### src/rtl/jms_pkg.sv
// ----------------------------------------------------------------------------
// jms_pkg
// Shared types and codes of the JPEG marker scanner.
// ----------------------------------------------------------------------------
package jms_pkg;

  localparam int unsigned TDATA_OUT_W = 96;

  typedef enum logic [2:0] {
    EV_NONE  = 3'd0,
    EV_APP   = 3'd1,
    EV_BYTE  = 3'd2,
    EV_LAST  = 3'd3,
    EV_FRAME = 3'd4,
    EV_END   = 3'd5,
    EV_ERR   = 3'd6
  } jms_event_t;

  localparam logic [2:0] ERR_NONE     = 3'd0;
  localparam logic [2:0] ERR_NO_SOI   = 3'd1;
  localparam logic [2:0] ERR_SHORT    = 3'd2;
  localparam logic [2:0] ERR_FRAMELEN = 3'd3;
  localparam logic [2:0] ERR_EARLY    = 3'd4;

  localparam logic [1:0] WARN_NONE     = 2'd0;
  localparam logic [1:0] WARN_SPURIOUS = 2'd1;
  localparam logic [1:0] WARN_NO_SOI   = 2'd2;

  localparam logic [3:0] PROC_NONE    = 4'd13;
  localparam logic [3:0] PROC_NOT_SOF = 4'd14;

  typedef struct packed {
    logic        frame_seen;
    logic [3:0]  process_index;
    logic [7:0]  components;
    logic [15:0] image_width;
    logic [15:0] image_height;
    logic [7:0]  precision;
    logic [1:0]  warning;
    logic [2:0]  error_code;
    logic [7:0]  payload_byte;
    logic [15:0] segment_length;
    logic [7:0]  marker;
    jms_event_t  event_res;
  } jms_result_t;

endpackage

### src/rtl/jms_parser.sv
// ----------------------------------------------------------------------------
// jms_parser
// Marker state machine: consumes one byte per accepted item and forms its
// result in the same cycle.
// ----------------------------------------------------------------------------
module jms_parser (
  input  logic                clk,
  input  logic                rst_n,
  input  logic                accept,
  input  logic [7:0]          data_byte,
  input  logic                first_of_file,
  input  logic                last_of_file,
  output jms_pkg::jms_result_t res
);
  import jms_pkg::*;

  typedef enum logic [3:0] {
    PH_IDLE, PH_TOP2, PH_SOI_SEEK, PH_SOI_PAD, PH_SEEK, PH_PAD, PH_LEN_HI,
    PH_LEN_LO, PH_PAYLOAD, PH_SKIP, PH_SOF_P, PH_SOF_H1, PH_SOF_H2,
    PH_SOF_W1, PH_SOF_W2, PH_SOF_N
  } phase_t;

  // Process index of a frame marker, PROC_NOT_SOF for anything else.
  function automatic logic [3:0] sof_index(input logic [7:0] m);
    logic [3:0] lo;
    logic [3:0] idx;
    lo = m[3:0];
    if (m[7:4] != 4'hC || lo == 4'd4 || lo == 4'd8 || lo == 4'd12) begin
      idx = PROC_NOT_SOF;
    end else begin
      idx = lo - {3'd0, lo > 4'd4} - {3'd0, lo > 4'd8} - {3'd0, lo > 4'd12};
    end
    return idx;
  endfunction

  phase_t      phase_r, phase_nxt;
  logic [7:0]  marker_r, marker_nxt;
  logic [7:0]  len_hi_r, len_hi_nxt;
  logic [15:0] left_r, left_nxt;
  logic [15:0] decl_r, decl_nxt;
  logic        spur_r, spur_nxt;
  logic [7:0]  prec_r, prec_nxt;
  logic [15:0] height_r, height_nxt;
  logic [15:0] width_r, width_nxt;
  logic [7:0]  comps_r, comps_nxt;
  logic [3:0]  proc_r, proc_nxt;
  logic        frame_r, frame_nxt;

  jms_event_t  ev;
  logic [2:0]  err;
  logic [1:0]  warn;
  logic [15:0] seglen;
  logic [7:0]  pbyte;
  logic [15:0] len_full;
  logic [15:0] left_dec;
  logic [3:0]  sof_cur;
  logic [10:0] sof_expect;

  assign len_full   = {len_hi_r, data_byte};
  assign left_dec   = left_r - 16'd1;
  assign sof_cur    = sof_index(marker_r);
  assign sof_expect = 11'd6 + 11'd3 * {3'd0, data_byte};

  always_comb begin
    phase_nxt  = phase_r;
    marker_nxt = marker_r;
    len_hi_nxt = len_hi_r;
    left_nxt   = left_r;
    decl_nxt   = decl_r;
    spur_nxt   = spur_r;
    prec_nxt   = prec_r;
    height_nxt = height_r;
    width_nxt  = width_r;
    comps_nxt  = comps_r;
    proc_nxt   = proc_r;
    frame_nxt  = frame_r;
    ev         = EV_NONE;
    err        = ERR_NONE;
    warn       = WARN_NONE;
    seglen     = 16'd0;
    pbyte      = 8'd0;

    if (first_of_file) begin
      spur_nxt = 1'b0;
      if (data_byte == 8'hFF) begin
        phase_nxt = PH_TOP2;
      end else begin
        warn      = WARN_NO_SOI;
        phase_nxt = PH_SOI_SEEK;
      end
    end else begin
      unique case (phase_r)
        PH_IDLE: begin
        end
        PH_TOP2: begin
          if (data_byte == 8'hD8) begin
            phase_nxt = PH_SEEK;
          end else begin
            warn      = WARN_NO_SOI;
            phase_nxt = PH_SOI_SEEK;
          end
        end
        PH_SOI_SEEK, PH_SEEK: begin
          if (data_byte == 8'hFF) begin
            phase_nxt = (phase_r == PH_SEEK) ? PH_PAD : PH_SOI_PAD;
          end else begin
            spur_nxt = 1'b1;
          end
        end
        PH_SOI_PAD, PH_PAD: begin
          if (data_byte != 8'hFF) begin
            marker_nxt = data_byte;
            if (spur_r) begin
              warn = WARN_SPURIOUS;
            end
            spur_nxt = 1'b0;
            if (phase_r == PH_SOI_PAD) begin
              if (data_byte == 8'hD8) begin
                phase_nxt = PH_SEEK;
              end else begin
                ev        = EV_ERR;
                err       = ERR_NO_SOI;
                phase_nxt = PH_IDLE;
              end
            end else if (data_byte == 8'hD9 || data_byte == 8'hDA) begin
              ev        = EV_END;
              phase_nxt = PH_IDLE;
            end else begin
              phase_nxt = PH_LEN_HI;
            end
          end
        end
        PH_LEN_HI: begin
          len_hi_nxt = data_byte;
          phase_nxt  = PH_LEN_LO;
        end
        PH_LEN_LO: begin
          if (len_full[15:1] == 15'd0) begin
            ev        = EV_ERR;
            err       = ERR_SHORT;
            phase_nxt = PH_IDLE;
          end else begin
            decl_nxt = len_full - 16'd2;
            if (sof_cur != PROC_NOT_SOF) begin
              phase_nxt = PH_SOF_P;
            end else begin
              left_nxt = len_full - 16'd2;
              if (marker_r == 8'hE1 || marker_r == 8'hE2) begin
                ev     = EV_APP;
                seglen = len_full - 16'd2;
              end
              if (len_full == 16'd2) begin
                phase_nxt = PH_SEEK;
              end else if (marker_r == 8'hE1 || marker_r == 8'hE2) begin
                phase_nxt = PH_PAYLOAD;
              end else begin
                phase_nxt = PH_SKIP;
              end
            end
          end
        end
        PH_PAYLOAD: begin
          pbyte    = data_byte;
          left_nxt = left_dec;
          if (left_dec == 16'd0) begin
            ev        = EV_LAST;
            phase_nxt = PH_SEEK;
          end else begin
            ev = EV_BYTE;
          end
        end
        PH_SKIP: begin
          left_nxt = left_dec;
          if (left_dec == 16'd0) begin
            phase_nxt = PH_SEEK;
          end
        end
        PH_SOF_P: begin
          prec_nxt  = data_byte;
          phase_nxt = PH_SOF_H1;
        end
        PH_SOF_H1: begin
          height_nxt = {data_byte, height_r[7:0]};
          phase_nxt  = PH_SOF_H2;
        end
        PH_SOF_H2: begin
          height_nxt = {height_r[15:8], data_byte};
          phase_nxt  = PH_SOF_W1;
        end
        PH_SOF_W1: begin
          width_nxt = {data_byte, width_r[7:0]};
          phase_nxt = PH_SOF_W2;
        end
        PH_SOF_W2: begin
          width_nxt = {width_r[15:8], data_byte};
          phase_nxt = PH_SOF_N;
        end
        PH_SOF_N: begin
          comps_nxt = data_byte;
          proc_nxt  = sof_cur;
          if (decl_r != {5'd0, sof_expect}) begin
            ev        = EV_ERR;
            err       = ERR_FRAMELEN;
            phase_nxt = PH_IDLE;
          end else begin
            ev        = EV_FRAME;
            frame_nxt = 1'b1;
            // Component records are three bytes each and are skipped.
            left_nxt  = {5'd0, sof_expect - 11'd6};
            phase_nxt = (data_byte == 8'd0) ? PH_SEEK : PH_SKIP;
          end
        end
        default: begin
        end
      endcase
    end

    // Running out of file with the parser left anywhere but idle overrides the byte's own event.
    if (last_of_file && phase_nxt != PH_IDLE) begin
      ev        = EV_ERR;
      err       = ERR_EARLY;
      seglen    = 16'd0;
      pbyte     = 8'd0;
      phase_nxt = PH_IDLE;
    end
  end

  always_comb begin
    res.event_res      = ev;
    res.marker         = marker_nxt;
    res.segment_length = seglen;
    res.payload_byte   = pbyte;
    res.error_code     = err;
    res.warning        = warn;
    res.precision      = prec_nxt;
    res.image_height   = height_nxt;
    res.image_width    = width_nxt;
    res.components     = comps_nxt;
    res.process_index  = proc_nxt;
    res.frame_seen     = frame_nxt;
  end

  always_ff @(posedge clk) begin
    if (!rst_n) begin
      phase_r  <= PH_IDLE;
      marker_r <= 8'd0;
      len_hi_r <= 8'd0;
      left_r   <= 16'd0;
      decl_r   <= 16'd0;
      spur_r   <= 1'b0;
      prec_r   <= 8'd0;
      height_r <= 16'd0;
      width_r  <= 16'd0;
      comps_r  <= 8'd0;
      proc_r   <= PROC_NONE;
      frame_r  <= 1'b0;
    end else if (accept) begin
      phase_r  <= phase_nxt;
      marker_r <= marker_nxt;
      len_hi_r <= len_hi_nxt;
      left_r   <= left_nxt;
      decl_r   <= decl_nxt;
      spur_r   <= spur_nxt;
      prec_r   <= prec_nxt;
      height_r <= height_nxt;
      width_r  <= width_nxt;
      comps_r  <= comps_nxt;
      proc_r   <= proc_nxt;
      frame_r  <= frame_nxt;
    end
  end

endmodule

### src/rtl/jms_out_buf.sv
// ----------------------------------------------------------------------------
// jms_out_buf
// Two-entry result buffer: an output register plus a skid register, so the
// input side can take one more result after the output stalls.
// ----------------------------------------------------------------------------
module jms_out_buf (
  input  logic                clk,
  input  logic                rst_n,
  input  logic                in_valid,
  output logic                in_ready,
  input  jms_pkg::jms_result_t in_res,
  output logic                out_valid,
  input  logic                out_ready,
  output jms_pkg::jms_result_t out_res
);
  import jms_pkg::*;

  logic        out_valid_r;
  logic        skid_valid_r;
  jms_result_t out_res_r;
  jms_result_t skid_res_r;
  logic        push;

  assign in_ready  = !skid_valid_r;
  assign push      = in_valid && !skid_valid_r;
  assign out_valid = out_valid_r;
  assign out_res   = out_res_r;

  always_ff @(posedge clk) begin
    if (!rst_n) begin
      out_valid_r  <= 1'b0;
      skid_valid_r <= 1'b0;
    end else if (!out_valid_r || out_ready) begin
      if (skid_valid_r) begin
        out_valid_r  <= 1'b1;
        skid_valid_r <= 1'b0;
      end else begin
        out_valid_r <= push;
      end
    end else if (push) begin
      skid_valid_r <= 1'b1;
    end
  end

  always_ff @(posedge clk) begin
    if (!out_valid_r || out_ready) begin
      if (skid_valid_r) begin
        out_res_r <= skid_res_r;
      end else if (push) begin
        out_res_r <= in_res;
      end
    end else if (push) begin
      skid_res_r <= in_res;
    end
  end

endmodule

### src/rtl/jpeg_marker_scanner.sv
// ----------------------------------------------------------------------------
// jpeg_marker_scanner
// Byte-stream JPEG marker parser with frame header capture and APP1/APP2
// payload pass-through.
// ----------------------------------------------------------------------------
// The scanner takes one file byte per cycle while its output buffer has room
// and returns exactly one result item per byte through its output register.
// The marker state update is combinational, and a two-entry output buffer
// lets one more byte be taken once the result side stalls. Assert in_tuser
// for the first byte of a file and in_tlast for its last; bytes outside a
// file produce event 0. Frame header fields on the output hold the last
// captured frame and survive a new file.
module jpeg_marker_scanner (
  input  logic        clk,
  input  logic        rst_n,
  input  logic        in_tvalid,
  output logic        in_tready,
  input  logic [7:0]  in_tdata,   // [7:0] data_byte
  input  logic [0:0]  in_tuser,   // [0] first_of_file
  input  logic        in_tlast,   // last_of_file
  output logic        out_tvalid,
  input  logic        out_tready,
  // [7:0] marker, [23:8] segment_length, [31:24] payload_byte,
  // [34:32] error_code, [36:35] warning, [44:37] precision,
  // [60:45] image_height, [76:61] image_width, [84:77] components,
  // [88:85] process_index, [89] frame_seen, [95:90] zero
  output logic [jms_pkg::TDATA_OUT_W-1:0] out_tdata,
  output logic [2:0]  out_tuser   // [2:0] event_res
);
  import jms_pkg::*;

  logic        accept;
  jms_result_t res;
  jms_result_t res_q;

  assign accept = in_tvalid && in_tready;

  jms_parser u_parser (
    .clk           (clk),
    .rst_n         (rst_n),
    .accept        (accept),
    .data_byte     (in_tdata),
    .first_of_file (in_tuser[0]),
    .last_of_file  (in_tlast),
    .res           (res)
  );

  jms_out_buf u_out_buf (
    .clk       (clk),
    .rst_n     (rst_n),
    .in_valid  (in_tvalid),
    .in_ready  (in_tready),
    .in_res    (res),
    .out_valid (out_tvalid),
    .out_ready (out_tready),
    .out_res   (res_q)
  );

  assign out_tuser = res_q.event_res;
  assign out_tdata = {6'd0, res_q.frame_seen, res_q.process_index, res_q.components,
                      res_q.image_width, res_q.image_height, res_q.precision,
                      res_q.warning, res_q.error_code, res_q.payload_byte,
                      res_q.segment_length, res_q.marker};

endmodule

### config.mk
export PLATFORM = sky130hd
export DESIGN_NAME = jpeg_marker_scanner
export DESIGN_NICKNAME = d
export VERILOG_FILES = /design/src/rtl/jms_pkg.sv /design/src/rtl/jms_parser.sv /design/src/rtl/jms_out_buf.sv /design/src/rtl/jpeg_marker_scanner.sv
export SDC_FILE = /design/constraint.sdc
export NUM_CORES = 1
export LEC_CHECK = 0
export ABC_AREA = 1
export BUFFER_PORTS_ARGS = -buffer_cell sky130_fd_sc_hd__buf_2
export CELL_PAD_IN_SITES_DETAIL_PLACEMENT = 1
export CELL_PAD_IN_SITES_GLOBAL_PLACEMENT = 2
export CORE_ASPECT_RATIO = 0.6
export CORE_MARGIN = 2
export CORE_UTILIZATION = 40
export DETAILED_ROUTE_END_ITERATION = 12
export HOLD_SLACK_MARGIN = 0.02
export MAX_ROUTING_LAYER = met4
export PLACE_DENSITY = 0.83
export SLEW_MARGIN = 20
export SYNTH_ARGS = -nofsm -noshare
export SYNTH_HDL_FRONTEND = slang
export SYNTH_SLANG_ARGS = --single-unit
### constraint.sdc
create_clock -name clk -period 14 [get_ports clk]
set_input_delay 0.7 -clock clk [delete_from_list [all_inputs] [get_ports clk]]
set_output_delay 0.7 -clock clk [all_outputs]
set_load 0.02 [all_outputs]
==> results_tabular.tex <==
\begin{tabular}{lr}
\hline
Metric & Value \\
\hline
\multicolumn{2}{l}{\textbf{Pwr}} \\
Psw & 0.000531 W \\
Leak & around 7.3 nW \\
Switching Share & a little over a quarter \\
Share of power burned in combinational logic & 11.3\% \\
Largest voltage drop on the vdd net & 0.0808 mV \\
P per Cell Area & 124 mW/mm\^{}2 \\
Sequential share of power & 48.6\% \\
Clock Power Share & 40.1\% \\
Internal Power & 0.00148 W \\
\multicolumn{2}{l}{\textbf{Setup path}} \\
Length in cells of the worst reg-to-reg path & 20 \\
Critical Path End Type & flop \\
Reg2Reg Setup Slack & 8910 ps \\
Category of the most critical setup path & reg2reg \\
R2R Path Start & u\_parser.marker\_r[0]\$\_SDFFE\_PN0P\_ \\
CP Launch Type & flop \\
Biggest fanout along the worst timing path & 31 \\
Critical Path RT & 14290 ps \\
RR Endpoint & u\_out\_buf.skid\_res\_r[0]\$\_DFFE\_PP\_ \\
Data arrival, critical path & 5390 ps \\
\multicolumn{2}{l}{\textbf{CTS}} \\
Number of clock buffers inserted by TritonCTS & 29 \\
Total of hold buffers inserted after clock tree synthesis & 0 \\
H-tree Lvls & 1 \\
CTS tree & built \\
Clock tree sinks & 294 \\
Source-to-sink clock delay at the later pin of the worst-skew pair & 570 ps \\
Root Buffer Master & sky130\_fd\_sc\_hd\_\_clkbuf\_16 \\
Clk buf depth & 3 \\
Post-cts resize count & 0 \\
\# Post-CTS Setup Buffers & 0 \\
Clock edge transition at the registers on the reported setup and hold paths & 70 ps \\
\multicolumn{2}{l}{\textbf{Floorplanning}} \\
Die outline area & 0.0374 mm\^{}2 \\
Core Area & 0.0351 mm\^{}2 \\
Starting density of the core & 40.7\% \\
Number of placement rows & 53 \\
Die boundary width & 248 um \\
Height of the die & 151 um \\
I/O pin cnt & 115 \\
\multicolumn{2}{l}{\textbf{STA}} \\
Worst clock skew & 12.3 ps \\
Max transition margin & about a third \\
Worst-Margin Slew & between 1000 and 1500 ps \\
Setup repair after global routing missed its margin & false \\
Fin crit share & 36.4\% \\
Final hold violations & 0 \\
Final Critical Period & 5090 ps \\
Total Neg Setup Slack & 0 ps \\
Number of endpoints failing setup at the final stage & 0 \\
Top achievable clock speed & 196 MHz \\
Pins over their slew limit & 0 \\
Fin Hold WS & 475 ps \\
\multicolumn{2}{l}{\textbf{Synthesis}} \\
Sequential cell area fraction in the yosys report & between 50\% and 60\% \\
Fraction of synthesis flops using an asynchronous set or reset pin & 0\% \\
Cell area after technology mapping & 0.0143 mm\^{}2 \\
Leading post-synthesis cells by cell area & sky130\_fd\_sc\_hd\_\_edfxtp\_1, sky130\_fd\_sc\_hd\_\_dfxtp\_1, sky130\_fd\_sc\_hd\_\_nand2\_1 \\
Number of flops mapped to enable cells by yosys & 186 \\
Synth Register Bits & just under 300 \\
Yosys top cell area share & about two fifths \\
Post-synthesis cell count & 1695 \\
Cell taking the most area after synthesis & sky130\_fd\_sc\_hd\_\_edfxtp\_1 \\
Synth Warn \# & 0 \\
Synthesized area divided by synthesized cell count & 8.45 um\^{}2 \\
Most used flip-flop cell after synthesis & sky130\_fd\_sc\_hd\_\_edfxtp\_1 \\
Number of different library cells in the post-synthesis netlist & 44 \\
\multicolumn{2}{l}{\textbf{Detailed routing}} \\
Vias & around 12000 \\
Routed wirelength normalized by instance count & roughly 20 um \\
Detailed-route wire length & 44.5 mm \\
Violation count after the first detailed-routing iteration & 728 \\
Routed via count divided by cell count & 5.23 \\
DRC & 0 \\
Pre-antenna DRT Iters & 5 \\
Number of routed nets with antenna violations & 0 \\
\multicolumn{2}{l}{\textbf{Layout}} \\
Antenna Cells & 0 \\
Most common library cell in the layout ignoring fill and taps & sky130\_fd\_sc\_hd\_\_nand2\_1 \\
Synth-to-Final Area Change & 13.0\% \\
Number of nets in the finished design & 1826 \\
Commonest non-fill, non-tap cells in the layout & sky130\_fd\_sc\_hd\_\_nand2\_1, sky130\_fd\_sc\_hd\_\_inv\_1, sky130\_fd\_sc\_hd\_\_edfxtp\_1, sky130\_fd\_sc\_hd\_\_nor2\_1, sky130\_fd\_sc\_hd\_\_o21ai\_0 \\
Number of inserted filler cells in the final layout & 4261 \\
Fraction of final layout cells sized beyond drive strength 1 & 11.3\% \\
\multicolumn{2}{l}{\textbf{Hold path}} \\
Startpoint of the lowest-slack hold path & u\_parser.proc\_r[2]\$\_SDFFE\_PN1P\_ \\
WHS Endpoint & u\_parser.proc\_r[2]\$\_SDFFE\_PN1P\_ \\
Hold Path Stages & 2 \\
Min-delay worst type & reg2reg \\
\multicolumn{2}{l}{\textbf{Global route}} \\
Gr usage total & 24.7\% \\
Number of antenna violations at the first check in global routing & 0 \\
Maximum number of pins on one net before global-route repair & 89 \\
Final global-route overflow total & 0 \\
Wire length of the first global-routing pass & 68.5 mm \\
Number of global-route vias before repair & 11663 \\
\multicolumn{2}{l}{\textbf{Place}} \\
Input/output buffers & roughly 110 \\
Detailed Place HPWL & about 31 mm \\
Global placement routability congestion & between 0.9 and 1 \\
\multicolumn{2}{l}{\textbf{Status}} \\
Status & complete, no violations \\
\multicolumn{2}{l}{\textbf{Run}} \\
Max cap viols & 0 \\
\hline
\end{tabular}
-- worst max-delay path by stage --
stage | from | endpoint | slack (ps) | depth (start not counted)
6_report | u_parser.marker_r[0]$_SDFFE_PN0P_ | u_out_buf.skid_res_r[0]$_DFFE_PP_ | 8910 | 20
5_1_grt | u_parser.marker_r[0]$_SDFFE_PN0P_ | u_out_buf.skid_res_r[29]$_DFFE_PP_ | 8510 | 19
4_1_cts | u_parser.marker_r[0]$_SDFFE_PN0P_ | u_out_buf.skid_res_r[0]$_DFFE_PP_ | 9030 | 20
3_5_place_dp | in_tdata[1] | u_out_buf.skid_res_r[0]$_DFFE_PP_ | 8620 | 25
3_3_place_gp | in_tdata[1] | u_out_buf.skid_res_r[12]$_DFFE_PP_ | 8800 | 23
2_1_floorplan | in_tvalid | u_out_buf.skid_res_r[0]$_DFFE_PP_ | 7840 | 6
-- metal layers --
layer	GRT usage (%)	wire, um
met2	35.1	18600
met1	37.9	23100
met3	2.96	2210
met4	4.05	597
met5	-	0
-- metrics by stage --
stage / std cells / total power (W) / setup slack (ps) / utilization [%] / cell area, um^2
global placement: 2213 / 0.00121 / 8800 / 43.4 / 15200
finish: 2267 / 0.00201 / 8910 / 46.1 / 16200
global route: 2267 / 0.00209 / 8510 / 46.1 / 16200
CTS: 2267 / 0.00203 / 9030 / 46.0 / 16200
detailed placement: 2213 / 0.00122 / 8620 / 43.4 / 15200
floorplan: 1700 / 0.00115 / 7840 / - / 14300
-- sequential cells by signal, summed over array words and instances, names as in the netlist --
register and count:
u_out_buf.out_res 93, u_out_buf.out_valid 1, u_out_buf.skid_res_r 93, u_out_buf.skid_valid_r 1, u_parser.comps_r 8, u_parser.decl_r 16, u_parser.frame_r 1, u_parser.height_r 16
u_parser.left_r 16, u_parser.len_hi_r 8, u_parser.marker_r 8, u_parser.phase_r 4, u_parser.prec_r 8, u_parser.proc_r 4, u_parser.spur_r 1, u_parser.width_r 16
-- critical path: stages (launching register included) --
cell and delay (ps):
sky130_fd_sc_hd__dfxtp_1 330, sky130_fd_sc_hd__nor2_1 280, sky130_fd_sc_hd__o21ai_0 150, sky130_fd_sc_hd__ha_1 330
sky130_fd_sc_hd__fa_1 520, sky130_fd_sc_hd__fa_1 220, sky130_fd_sc_hd__inv_1 70, sky130_fd_sc_hd__fa_1 430
sky130_fd_sc_hd__xor2_1 170, sky130_fd_sc_hd__o21ai_0 560, sky130_fd_sc_hd__nand4_1 260, sky130_fd_sc_hd__nor2_1 150
sky130_fd_sc_hd__nor2_1 70, sky130_fd_sc_hd__nand2_1 60, sky130_fd_sc_hd__inv_1 40, sky130_fd_sc_hd__nand2_1 70
sky130_fd_sc_hd__nand2_1 70, sky130_fd_sc_hd__nand3_2 130, sky130_fd_sc_hd__nand2_4 200, sky130_fd_sc_hd__inv_2 590
sky130_fd_sc_hd__nor3_1 100
-- cell type report --
cell class | count | area, um^2 | area share, %
Clock inverter | 17 | 189 | 1.17
Inverter | 229 | 862 | 5.33
Timing Repair Buffer | 121 | 638 | 3.94
Tap cell | 467 | 584 | 3.61
Multi-Input combinational cell | 1102 | 5410 | 33.4
Sequential cell | 294 | 7750 | 47.9
Clock buffer | 37 | 756 | 4.67
-- cells by family (layout without fill, tap and decap cells) --
kind of cell / after synthesis / in the layout / synth area share (%)
flops: 294 / 294 / 54.1
simple gates: 729 / 729 / 21.3
other cells: 1 / 6 / 0.0262
fa+ha+maj: 35 / 35 / 3.27
compound gates: 312 / 312 / 11.7
xor+xnor: 20 / 20 / 1.22
buf+inv: 304 / 404 / 8.38
-- synth_stat cells (2+ instances only) --
master / number
sky130_fd_sc_hd__nor4_1: 2
sky130_fd_sc_hd__nor2_2: 9
sky130_fd_sc_hd__o221ai_1: 5
sky130_fd_sc_hd__o211ai_1: 2
sky130_fd_sc_hd__buf_2: 5
sky130_fd_sc_hd__xor2_1: 19
sky130_fd_sc_hd__inv_1: 221
sky130_fd_sc_hd__nand3_1: 79
sky130_fd_sc_hd__a21oi_2: 2
sky130_fd_sc_hd__buf_6: 3
sky130_fd_sc_hd__nor3_1: 15
sky130_fd_sc_hd__o22ai_1: 38
sky130_fd_sc_hd__nor3_2: 19
sky130_fd_sc_hd__ha_1: 31
sky130_fd_sc_hd__buf_4: 8
sky130_fd_sc_hd__a21oi_1: 113
sky130_fd_sc_hd__clkinv_1: 6
sky130_fd_sc_hd__fa_1: 4
sky130_fd_sc_hd__clkbuf_1: 44
sky130_fd_sc_hd__o21ai_0: 137
sky130_fd_sc_hd__a221oi_1: 2
sky130_fd_sc_hd__dfxtp_1: 108
sky130_fd_sc_hd__nor2_1: 148
sky130_fd_sc_hd__nand2_2: 2
sky130_fd_sc_hd__buf_1: 15
sky130_fd_sc_hd__a211oi_1: 3
sky130_fd_sc_hd__nand4_1: 7
sky130_fd_sc_hd__edfxtp_1: 186
sky130_fd_sc_hd__a31oi_1: 5
sky130_fd_sc_hd__nand2_1: 442
sky130_fd_sc_hd__inv_2: 2
-- power by group through the flow --
stage / Clock, W / Sequential [W] / Combinational (W)
3_5_place_dp: 0 / 0.000997 / 0.000226
4_1_cts: 0.000824 / 0.000978 / 0.000228
6_report: 0.000807 / 0.000977 / 0.000226
5_1_grt: 0.000859 / 0.000981 / 0.000253
3_3_place_gp: 0 / 0.000995 / 0.000218
2_1_floorplan: 0 / 0.00102 / 0.000123
Power figures use the tool's default switching activity.
